`src/rlbe_pkg.sv`:
```
// ---------------------------------------------------------------------------
// rlbe_pkg - shared types and constants for the byte run-length encoder
// Token limits, literal store geometry and the controller/datapath
// command and status bundles.
// ---------------------------------------------------------------------------
package rlbe_pkg;

   localparam int unsigned MAX_RUN     = 128;
   localparam int unsigned STORE_DEPTH = 128;
   localparam int unsigned STORE_AW    = $clog2(STORE_DEPTH);
   localparam int unsigned LANES       = 8;

   // one token to be emitted: a count byte, then either a value or the store
   typedef struct packed {
      logic       valid;
      logic       is_run;
      logic [7:0] head;
      logic [7:0] value;
      logic [7:0] last_idx;
   } seg_type;

   typedef struct packed {
      logic load;
      logic emit;
      logic use_seg2;
      logic final_seg;
   } ctrl_cmd_type;

   typedef struct packed {
      logic plan_seg1;
      logic plan_seg2;
      logic seg2_held;
      logic seg_end;
      logic byte_ok;
   } ctrl_sts_type;

endpackage

```
`src/run_length_byte_encoder_unit.sv`:
```
// An item that emits nothing causes no output; otherwise its bytes leave the emitter
// one a cycle while the result side does not stall, with a gap after each full word,
// and the next item is taken once its final byte has left (up to 131 bytes in up to
// 17 words per item).
// Throughput is set by the byte-serial emitter and its single literal store read port.
// Reset clears token state and output register; the literal store needs no clearing.
// ---------------------------------------------------------------------------
// run_length_byte_encoder_unit - byte run-length encoder, top level
// Sequencer, token datapath and word packer.
// ---------------------------------------------------------------------------
module run_length_byte_encoder_unit (
   input  logic        clock,
   input  logic        reset,
   input  logic        req_valid,
   output logic        req_ready,
   input  logic [7:0]  req_sample,
   input  logic        req_last_sample,
   output logic        rsp_valid,
   input  logic        rsp_ready,
   output logic [63:0] rsp_data,
   output logic [3:0]  rsp_byte_count,
   output logic        rsp_last_word,
   output logic        rsp_plane_end
);

   rlbe_pkg::ctrl_cmd_type cmd;
   rlbe_pkg::ctrl_sts_type sts;
   logic       byte_ok;
   logic       push;
   logic [7:0] push_byte;
   logic       push_final;
   logic       push_plane;

   rlbe_ctrl u_ctrl (
      .clock     (clock),
      .reset     (reset),
      .req_valid (req_valid),
      .req_ready (req_ready),
      .sts       (sts),
      .cmd       (cmd)
   );

   rlbe_dpath u_dpath (
      .clock           (clock),
      .reset           (reset),
      .req_sample      (req_sample),
      .req_last_sample (req_last_sample),
      .cmd             (cmd),
      .sts             (sts),
      .byte_ok         (byte_ok),
      .push            (push),
      .push_byte       (push_byte),
      .push_final      (push_final),
      .push_plane      (push_plane)
   );

   rlbe_packer u_packer (
      .clock          (clock),
      .reset          (reset),
      .push           (push),
      .push_byte      (push_byte),
      .push_final     (push_final),
      .push_plane     (push_plane),
      .byte_ok        (byte_ok),
      .rsp_valid      (rsp_valid),
      .rsp_ready      (rsp_ready),
      .rsp_data       (rsp_data),
      .rsp_byte_count (rsp_byte_count),
      .rsp_last_word  (rsp_last_word),
      .rsp_plane_end  (rsp_plane_end)
   );

endmodule

```
`src/rlbe_ctrl.sv`:
```
// ---------------------------------------------------------------------------
// rlbe_ctrl - sequencer for the byte run-length encoder
// Takes an item, then walks the datapath through up to two tokens.
// ---------------------------------------------------------------------------
module rlbe_ctrl (
   input  logic                  clock,
   input  logic                  reset,
   input  logic                  req_valid,
   output logic                  req_ready,
   input  rlbe_pkg::ctrl_sts_type sts,
   output rlbe_pkg::ctrl_cmd_type cmd
);

   typedef enum logic [1:0] {
      ST_IDLE,
      ST_EMIT1,
      ST_EMIT2
   } state_type;

   state_type state_ff;
   state_type state_in;
   logic      seg_done;

   assign seg_done  = sts.byte_ok & sts.seg_end;
   assign req_ready = (state_ff == ST_IDLE);

   always_comb begin
      state_in      = state_ff;
      cmd           = '0;
      case (state_ff)
         ST_IDLE: begin
            cmd.load = req_valid;
            if (req_valid) begin
               if (sts.plan_seg1) begin
                  state_in = ST_EMIT1;
               end else if (sts.plan_seg2) begin
                  state_in = ST_EMIT2;
               end
            end
         end
         ST_EMIT1: begin
            cmd.emit      = 1'b1;
            cmd.final_seg = ~sts.seg2_held;
            if (seg_done) begin
               state_in = sts.seg2_held ? ST_EMIT2 : ST_IDLE;
            end
         end
         ST_EMIT2: begin
            cmd.emit      = 1'b1;
            cmd.use_seg2  = 1'b1;
            cmd.final_seg = 1'b1;
            if (seg_done) begin
               state_in = ST_IDLE;
            end
         end
         default: begin
            state_in = ST_IDLE;
         end
      endcase
   end

   always_ff @(posedge clock) begin
      if (reset) begin
         state_ff <= ST_IDLE;
      end else begin
         state_ff <= state_in;
      end
   end

endmodule

```
`src/rlbe_dpath.sv`:
```
// ---------------------------------------------------------------------------
// rlbe_dpath - token state, literal store and byte emitter
// Plans the tokens an item causes, then streams their bytes one a cycle while the packer accepts them.
// ---------------------------------------------------------------------------
module rlbe_dpath (
   input  logic                   clock,
   input  logic                   reset,
   input  logic [7:0]             req_sample,
   input  logic                   req_last_sample,
   input  rlbe_pkg::ctrl_cmd_type cmd,
   output rlbe_pkg::ctrl_sts_type sts,
   input  logic                   byte_ok,
   output logic                   push,
   output logic [7:0]             push_byte,
   output logic                   push_final,
   output logic                   push_plane
);

   typedef enum logic [1:0] {
      MODE_EMPTY,
      MODE_LIT,
      MODE_RUN
   } mode_type;

   localparam logic [7:0] LEN_MAX = 8'(rlbe_pkg::MAX_RUN);

   function automatic rlbe_pkg::seg_type lit_seg(input logic [7:0] n);
      rlbe_pkg::seg_type s;
      logic [7:0]        m;
      m          = n - 8'd1;
      s.valid    = (n != 8'd0);
      s.is_run   = 1'b0;
      s.head     = {1'b0, m[6:0]};
      s.value    = 8'd0;
      s.last_idx = n;
      return s;
   endfunction

   function automatic rlbe_pkg::seg_type run_seg(input logic [7:0] n, input logic [7:0] v);
      rlbe_pkg::seg_type s;
      logic [7:0]        m;
      m          = n - 8'd1;
      s.valid    = 1'b1;
      s.is_run   = 1'b1;
      s.head     = {1'b1, m[6:0]};
      s.value    = v;
      s.last_idx = 8'd1;
      return s;
   endfunction

   // token state
   mode_type   mode_ff, mode_in;
   logic [7:0] lit_len_ff, lit_len_in;
   logic [7:0] run_val_ff, run_val_in;
   logic [7:0] run_len_ff, run_len_in;
   logic [7:0] prev_ff, prev_in;

   // plan for the item being taken
   rlbe_pkg::seg_type plan1, plan2;
   logic                          plan_wr;
   logic [rlbe_pkg::STORE_AW-1:0] plan_addr;
   logic                          open_lit;

   // held plan while emitting
   rlbe_pkg::seg_type seg1_ff, seg2_ff, cur;
   logic       wr_pend_ff;
   logic [7:0] wr_val_ff;
   logic       plane_ff;
   logic [7:0] idx_ff;
   logic [7:0] idx_dec;

   logic [7:0] store_mem [rlbe_pkg::STORE_DEPTH];
   logic [7:0] rd_data_ff;
   logic                          wr_en;
   logic [rlbe_pkg::STORE_AW-1:0] wr_addr;
   logic [7:0]                    wr_data;
   logic [rlbe_pkg::STORE_AW-1:0] rd_addr;

   logic advance;
   logic seg_end;

   always_comb begin
      plan1      = '0;
      plan2      = '0;
      plan_wr    = 1'b0;
      plan_addr  = '0;
      open_lit   = 1'b0;
      mode_in    = mode_ff;
      lit_len_in = lit_len_ff;
      run_val_in = run_val_ff;
      run_len_in = run_len_ff;
      prev_in    = prev_ff;
      if (mode_ff == MODE_LIT && lit_len_ff != 8'd0) begin
         if (lit_len_ff >= LEN_MAX) begin
            plan1    = lit_seg(lit_len_ff);
            open_lit = 1'b1;
         end else if (req_sample == prev_ff) begin
            // predecessor leaves the literal and the pair opens a run
            plan1      = lit_seg(lit_len_ff - 8'd1);
            lit_len_in = 8'd0;
            run_val_in = req_sample;
            run_len_in = 8'd2;
            mode_in    = MODE_RUN;
         end else begin
            plan_wr    = 1'b1;
            plan_addr  = lit_len_ff[rlbe_pkg::STORE_AW-1:0];
            lit_len_in = lit_len_ff + 8'd1;
            prev_in    = req_sample;
         end
      end else if (mode_ff == MODE_RUN && run_len_ff != 8'd0) begin
         if (req_sample == run_val_ff && run_len_ff < LEN_MAX) begin
            run_len_in = run_len_ff + 8'd1;
            prev_in    = req_sample;
         end else begin
            plan1    = run_seg(run_len_ff, run_val_ff);
            open_lit = 1'b1;
         end
      end else begin
         open_lit = 1'b1;
      end

      if (open_lit) begin
         plan_wr    = 1'b1;
         plan_addr  = '0;
         lit_len_in = 8'd1;
         prev_in    = req_sample;
         run_len_in = 8'd0;
         mode_in    = MODE_LIT;
      end

      if (req_last_sample) begin
         if (mode_in == MODE_LIT) begin
            plan2 = lit_seg(lit_len_in);
         end else if (mode_in == MODE_RUN) begin
            plan2 = run_seg(run_len_in, run_val_in);
         end
         mode_in    = MODE_EMPTY;
         lit_len_in = 8'd0;
         run_len_in = 8'd0;
      end
   end

   assign cur     = cmd.use_seg2 ? seg2_ff : seg1_ff;
   assign advance = cmd.emit & byte_ok;
   assign seg_end = (idx_ff == cur.last_idx);
   assign idx_dec = idx_ff - 8'd1;

   // store write: straight away when nothing is read first, otherwise once
   // the first token has read the old contents
   always_comb begin
      wr_en   = 1'b0;
      wr_addr = '0;
      wr_data = wr_val_ff;
      if (cmd.load) begin
         wr_en   = plan_wr & ~plan1.valid;
         wr_addr = plan_addr;
         wr_data = req_sample;
      end else if (advance && seg_end && !cmd.use_seg2) begin
         wr_en = wr_pend_ff;
      end
   end

   // read one byte ahead; on a stall re-read the byte on show
   assign rd_addr = advance ? idx_ff[rlbe_pkg::STORE_AW-1:0]
                            : idx_dec[rlbe_pkg::STORE_AW-1:0];

   always_ff @(posedge clock) begin
      if (wr_en) begin
         store_mem[wr_addr] <= wr_data;
      end
      rd_data_ff <= store_mem[rd_addr];
   end

   always_ff @(posedge clock) begin
      if (reset) begin
         mode_ff    <= MODE_EMPTY;
         lit_len_ff <= 8'd0;
         run_val_ff <= 8'd0;
         run_len_ff <= 8'd0;
         prev_ff    <= 8'd0;
         idx_ff     <= 8'd0;
         wr_pend_ff <= 1'b0;
         seg1_ff    <= '0;
         seg2_ff    <= '0;
         plane_ff   <= 1'b0;
      end else begin
         if (cmd.load) begin
            mode_ff    <= mode_in;
            lit_len_ff <= lit_len_in;
            run_val_ff <= run_val_in;
            run_len_ff <= run_len_in;
            prev_ff    <= prev_in;
            seg1_ff    <= plan1;
            seg2_ff    <= plan2;
            wr_pend_ff <= plan_wr & plan1.valid;
            plane_ff   <= req_last_sample;
            idx_ff     <= 8'd0;
         end else if (advance) begin
            idx_ff <= seg_end ? 8'd0 : idx_ff + 8'd1;
         end
      end
   end

   always_ff @(posedge clock) begin
      if (cmd.load) begin
         wr_val_ff <= req_sample;
      end
   end

   assign push       = advance;
   assign push_final = cmd.final_seg & seg_end;
   assign push_plane = plane_ff;

   always_comb begin
      if (idx_ff == 8'd0) begin
         push_byte = cur.head;
      end else if (cur.is_run) begin
         push_byte = cur.value;
      end else begin
         push_byte = rd_data_ff;
      end
   end

   assign sts.plan_seg1 = plan1.valid;
   assign sts.plan_seg2 = plan2.valid;
   assign sts.seg2_held = seg2_ff.valid;
   assign sts.seg_end   = seg_end;
   assign sts.byte_ok   = byte_ok;

endmodule

```
`src/rlbe_packer.sv`:
```
// ---------------------------------------------------------------------------
// rlbe_packer - byte to word packer and output register
// Gathers up to eight bytes, first in the low lane, and holds the word
// until it is taken.
// ---------------------------------------------------------------------------
module rlbe_packer (
   input  logic        clock,
   input  logic        reset,
   input  logic        push,
   input  logic [7:0]  push_byte,
   input  logic        push_final,
   input  logic        push_plane,
   output logic        byte_ok,
   output logic        rsp_valid,
   input  logic        rsp_ready,
   output logic [63:0] rsp_data,
   output logic [3:0]  rsp_byte_count,
   output logic        rsp_last_word,
   output logic        rsp_plane_end
);

   logic        valid_ff;
   logic [63:0] data_ff, data_in;
   logic [3:0]  count_ff;
   logic        last_ff;
   logic        plane_ff;
   logic        full;

   assign byte_ok = ~valid_ff;
   assign full    = (count_ff == 4'(rlbe_pkg::LANES - 1));

   always_comb begin
      data_in = (count_ff == 4'd0) ? 64'd0 : data_ff;
      for (int l = 0; l < rlbe_pkg::LANES; l++) begin
         if (count_ff == 4'(l)) begin
            data_in[8*l +: 8] = push_byte;
         end
      end
   end

   always_ff @(posedge clock) begin
      if (reset) begin
         valid_ff <= 1'b0;
         count_ff <= 4'd0;
      end else if (valid_ff) begin
         if (rsp_ready) begin
            valid_ff <= 1'b0;
            count_ff <= 4'd0;
         end
      end else if (push) begin
         count_ff <= count_ff + 4'd1;
         valid_ff <= full | push_final;
      end
   end

   always_ff @(posedge clock) begin
      if (push && !valid_ff) begin
         data_ff  <= data_in;
         last_ff  <= push_final;
         plane_ff <= push_final & push_plane;
      end
   end

   assign rsp_valid      = valid_ff;
   assign rsp_data       = data_ff;
   assign rsp_byte_count = count_ff;
   assign rsp_last_word  = last_ff;
   assign rsp_plane_end  = plane_ff;

endmodule

```
`config.mk`:
```
export PLATFORM = sky130hd
export DESIGN_NAME = run_length_byte_encoder_unit
export DESIGN_NICKNAME = d
export VERILOG_FILES = /design/src/rlbe_pkg.sv /design/src/run_length_byte_encoder_unit.sv /design/src/rlbe_ctrl.sv /design/src/rlbe_dpath.sv /design/src/rlbe_packer.sv
export SDC_FILE = /design/constraint.sdc
export NUM_CORES = 1
export LEC_CHECK = 0
export BUFFER_PORTS_ARGS = -buffer_cell sky130_fd_sc_hd__buf_2
export CAP_MARGIN = 20
export CORE_AREA = 10 10 412 254
export DETAILED_ROUTE_END_ITERATION = 10
export DIE_AREA = 0 0 422 264
export GPL_TIMING_DRIVEN = 0
export PLACE_DENSITY_LB_ADDON = 0.05
export SLEW_MARGIN = 0
export SYNTH_ARGS = -nofsm -noshare
export SYNTH_HDL_FRONTEND = slang
export SYNTH_SLANG_ARGS = --single-unit
```
`constraint.sdc`:
```
create_clock -name clock -period 3.7 [get_ports clock]
set_clock_uncertainty 0.2 [all_clocks]
set_input_delay 0.185 -clock clock [delete_from_list [all_inputs] [get_ports clock]]
set_output_delay 0.185 -clock clock [all_outputs]
set_load 0.005 [all_outputs]
```
==> impl_metrics.tcl <==
set metrics [dict create \
    outcome "complete, no violations" \
    clockRootBuffer "clkbuf_16" \
    ys_seq_elements 1206 \
    cts_tree "done" \
    comb_power_share 0.250 \
    synth_area_leaders "edfxtp_1, mux4_2, dfxtp_1" \
    ioPinCount 85 \
    n_fill_cell 7040 \
    die-area_um2 111000 \
    holdPathEnd "u_packer.rsp_byte_count[3]" \
    rsz0062_at_grt "yes" \
    crit_path_max_fanout 7 \
    crit_chain "buf_8 > clkinv_8 > ha_4 > buf_6 > buf_4 > xnor2_1 > nand2_1 > nor4_2 > buf_4 > o311ai_4 > nor3_4 > o21bai_4 > buf_6 > buf_12 > nor2_4 > buf_12" \
    whs_ns 0.189 \
    synth_most_common_cell "edfxtp_1" \
    antenna_left 0 \
    port_buffers 75 \
    period_minus_slack_ns 3.62 \
    dp.cells 4014 \
    die-width_um 422 \
    postPlaceCellArea_um2 50400 \
    synth-seq-area-share 0.729 \
    yosysTopAreaCell "edfxtp_1" \
    stdcell_area_um2 58400 \
    seqPwrFrac 0.430 \
    intPower_w 0.0264 \
    pre_cts_slack_ns -2.01 \
    finalHoldViolCount 0 \
    cpPeakStageDelay_ns 0.34 \
    top_layer "met4" \
    slew_headroom 0.312 \
    switching_share 0.290 \
    hp-class "input pin to flip-flop" \
    clk_pin_slew_worst_paths_ns 0.06 \
    irDropWorstVdd_mv 0.432 \
    syn_nets 2640 \
    critPathKind "flip-flop to flip-flop" \
    wl_met2_um 57100 \
    via_per_inst 6.19 \
    routabilityCongestion 0.902 \
    synth_top_area_frac 0.680 \
    hold_depth 4 \
    synth_flop_cell "edfxtp_1" \
    core_area_um2 97200 \
    wl_met1_um 61700 \
    crit_path_start_kind "flip-flop" \
    netlist_area_um2 48100 \
    hpwlAfterDp_um 90600 \
    start_util 0.495 \
    clock_latency_ns 0.73 \
    pwr-share-clk 0.320 \
    multi_input_area_um2 14100 \
    fin_cells 4374 \
    worst_slack_ns 0.0790 \
    clock_sink_count 1206 \
    routed_wl_um 136000 \
    cts_buffer_depth 3 \
    grt_remaining_overflow 0 \
    grt_antenna_before_repair 6 \
    cp_top_family "buffers and inverters" \
    reg2reg_depth 16 \
    fmaxAchievable_mhz 276 \
    yosysWarnings 0 \
    wire_per_inst_um 31.1 \
    worstHoldStart "rsp_ready" \
    r2r_end "u_dpath.store_mem[40][2]" \
    cpMaxStageDelayCell "dfxtp_2" \
    regArea_um2 35100 \
    wl_met3_um 14600 \
    post-route-period-util 0.979 \
    required_ns 3.93 \
    cap_viol_max_count 0 \
    arrival_ns 3.85 \
    synth.top_cells.by_count "edfxtp_1, mux4_2, nor2_1" \
    slew_viol_final 0 \
    grtUsageTotal 0.241 \
    syn-instance-count 2608 \
    grt_pass1_wl_um 195000 \
    synth.avg_cell_area_um2 18.4 \
    power.density_nw_per_um2 636 \
    yosysUniqueCellTypes 74 \
    r2r_slack_ns 0.08 \
    drive_above_1_share 0.346 \
    drt_iter0_drc 3740 \
    drt_first_pass_iters 6 \
    power.static_leakage_nw 18.9 \
    cp.buffers_inverters 8 \
    htree_levels 3 \
    die_h_um 264 \
    end_kind "flip-flop" \
    p_switching_w 0.0108 \
    route.detailed.drc 0 \
    r2r-start "u_dpath.lit_len_ff[1]" \
    startpoint "u_dpath.lit_len_ff[1]" \
    async_reset_ff_frac 0 \
    worst_pin_slew_ns 1.03 \
    syn2layout_area_growth_pct 21.5 \
    grt_max_degree 130 \
    synth_edf_count 1090 \
    rows 89 \
    grt_pass1_vias 26484 \
    cts_buffers 110 \
    num_vias 27067 \
    setup_viol 0 \
    fin_nets 2991 \
]
==> how the worst max path moves through the flow <==
stage / endpoint / slack, ns / cells after the start
global placement: u_dpath.store_mem[75][0] / -1.95 / 12
global route: u_dpath.store_mem[78][7] / -0.005 / 11
floorplan: u_dpath.store_mem[104][0] / 0.04 / 14
detailed placement: u_dpath.store_mem[107][1] / -2.01 / 12
CTS: u_dpath.rd_data_ff[3] / -0.1 / 12
finish: u_dpath.store_mem[40][2] / 0.08 / 16
==> cells by family after synthesis <==
| logic type | after synthesis | share of synthesized area |
|---|---|---|
| adder cells (fa/ha/maj) | 19 | 0.00494 |
| AO/OA/AOI/OAI | 248 | 0.0329 |
| buffers and inverters | 170 | 0.0151 |
| AND/OR/NAND/NOR | 550 | 0.0501 |
| multiplexers | 354 | 0.157 |
| flip-flops | 1206 | 0.729 |
| XOR/XNOR | 61 | 0.0114 |
==> state kept, by name, indices dropped and copies added, names as in the netlist, 24 cells and up <==
register,count
u_dpath.store_mem,1024
u_packer.rsp_data,64
u_dpath.seg1_ff,24
u_dpath.seg2_ff,24
==> power by group through the flow <==
stage / combinational [W] / sequential [W] / clock, W
after CTS: 0.00875 / 0.0160 / 0.0120
after detailed placement: 0.00802 / 0.0163 / 0
final: 0.00931 / 0.0160 / 0.0119
after floorplan: 0.00475 / 0.0163 / 0
after global placement: 0.00776 / 0.0164 / 0
after global routing: 0.00971 / 0.0160 / 0.0126
==> worst min-delay path: stages <==
cell	delay, ns
dlygate4sd3_1	0.53
buf_2	0.10
nand2b_1	0.16
a311oi_1	0.10
==> metal layers <==
layer / vias to the layer above / GRT usage
met2: 1316 / 0.328
met3: 177 / 0.0677
met4: 0 / 0.0473
met1: 14348 / 0.383
li1: 11226 / -
met5: - / 0
==> metrics by stage <==
stage               total power [W]  utilization  setup TNS, ns
finish                       0.0372        0.601              0
CTS                          0.0368        0.592          -1.07
detailed placement           0.0243        0.519       -1570.70
global placement             0.0242        0.516       -2586.83
floorplan                    0.0211            -              0
global route                 0.0383        0.601        -0.0254
==> layout by cell type (no fill, tap or decap), types with 16 or more instances in the layout <==
cell	n
a21oi_1	48
nand2_4	18
clkinv_2	18
clkbuf_1	66
buf_2	87
o21ai_0	66
buf_12	58
nand2_1	139
ha_1	16
nor2_1	119
inv_1	22
nand3_1	28
edfxtp_1	1090
mux4_2	320
dfxtp_1	110
a22o_1	16
buf_4	99
nor2_4	123
clkbuf_16	117
clkinv_1	25
mux2i_1	33
xor2_1	26
clkbuf_4	18
xnor2_1	30
==> final cells by class <==
class	count	area share
clock buffers	138	0.0496
diodes	1	0.0000428
inverters	29	0.00208
plain buffers	136	0.0207
clock inverters	69	0.0147
repair buffers	244	0.0433
multi-input cells	1232	0.241
well taps	1319	0.0282
flip-flops and latches	1206	0.600
==> timing repair <==
action                                  4_1_cts  5_1_grt
endpoints found under the setup margin     1106     1728
cloned                                        1        7
gates resized for setup                     524       94
setup buffers                                97       37
endpoints found under the hold margin        58        0
pin swaps                                    77       23
hold buffers                                 13        0
No activity file was read; power rests on OpenSTA's default activity.
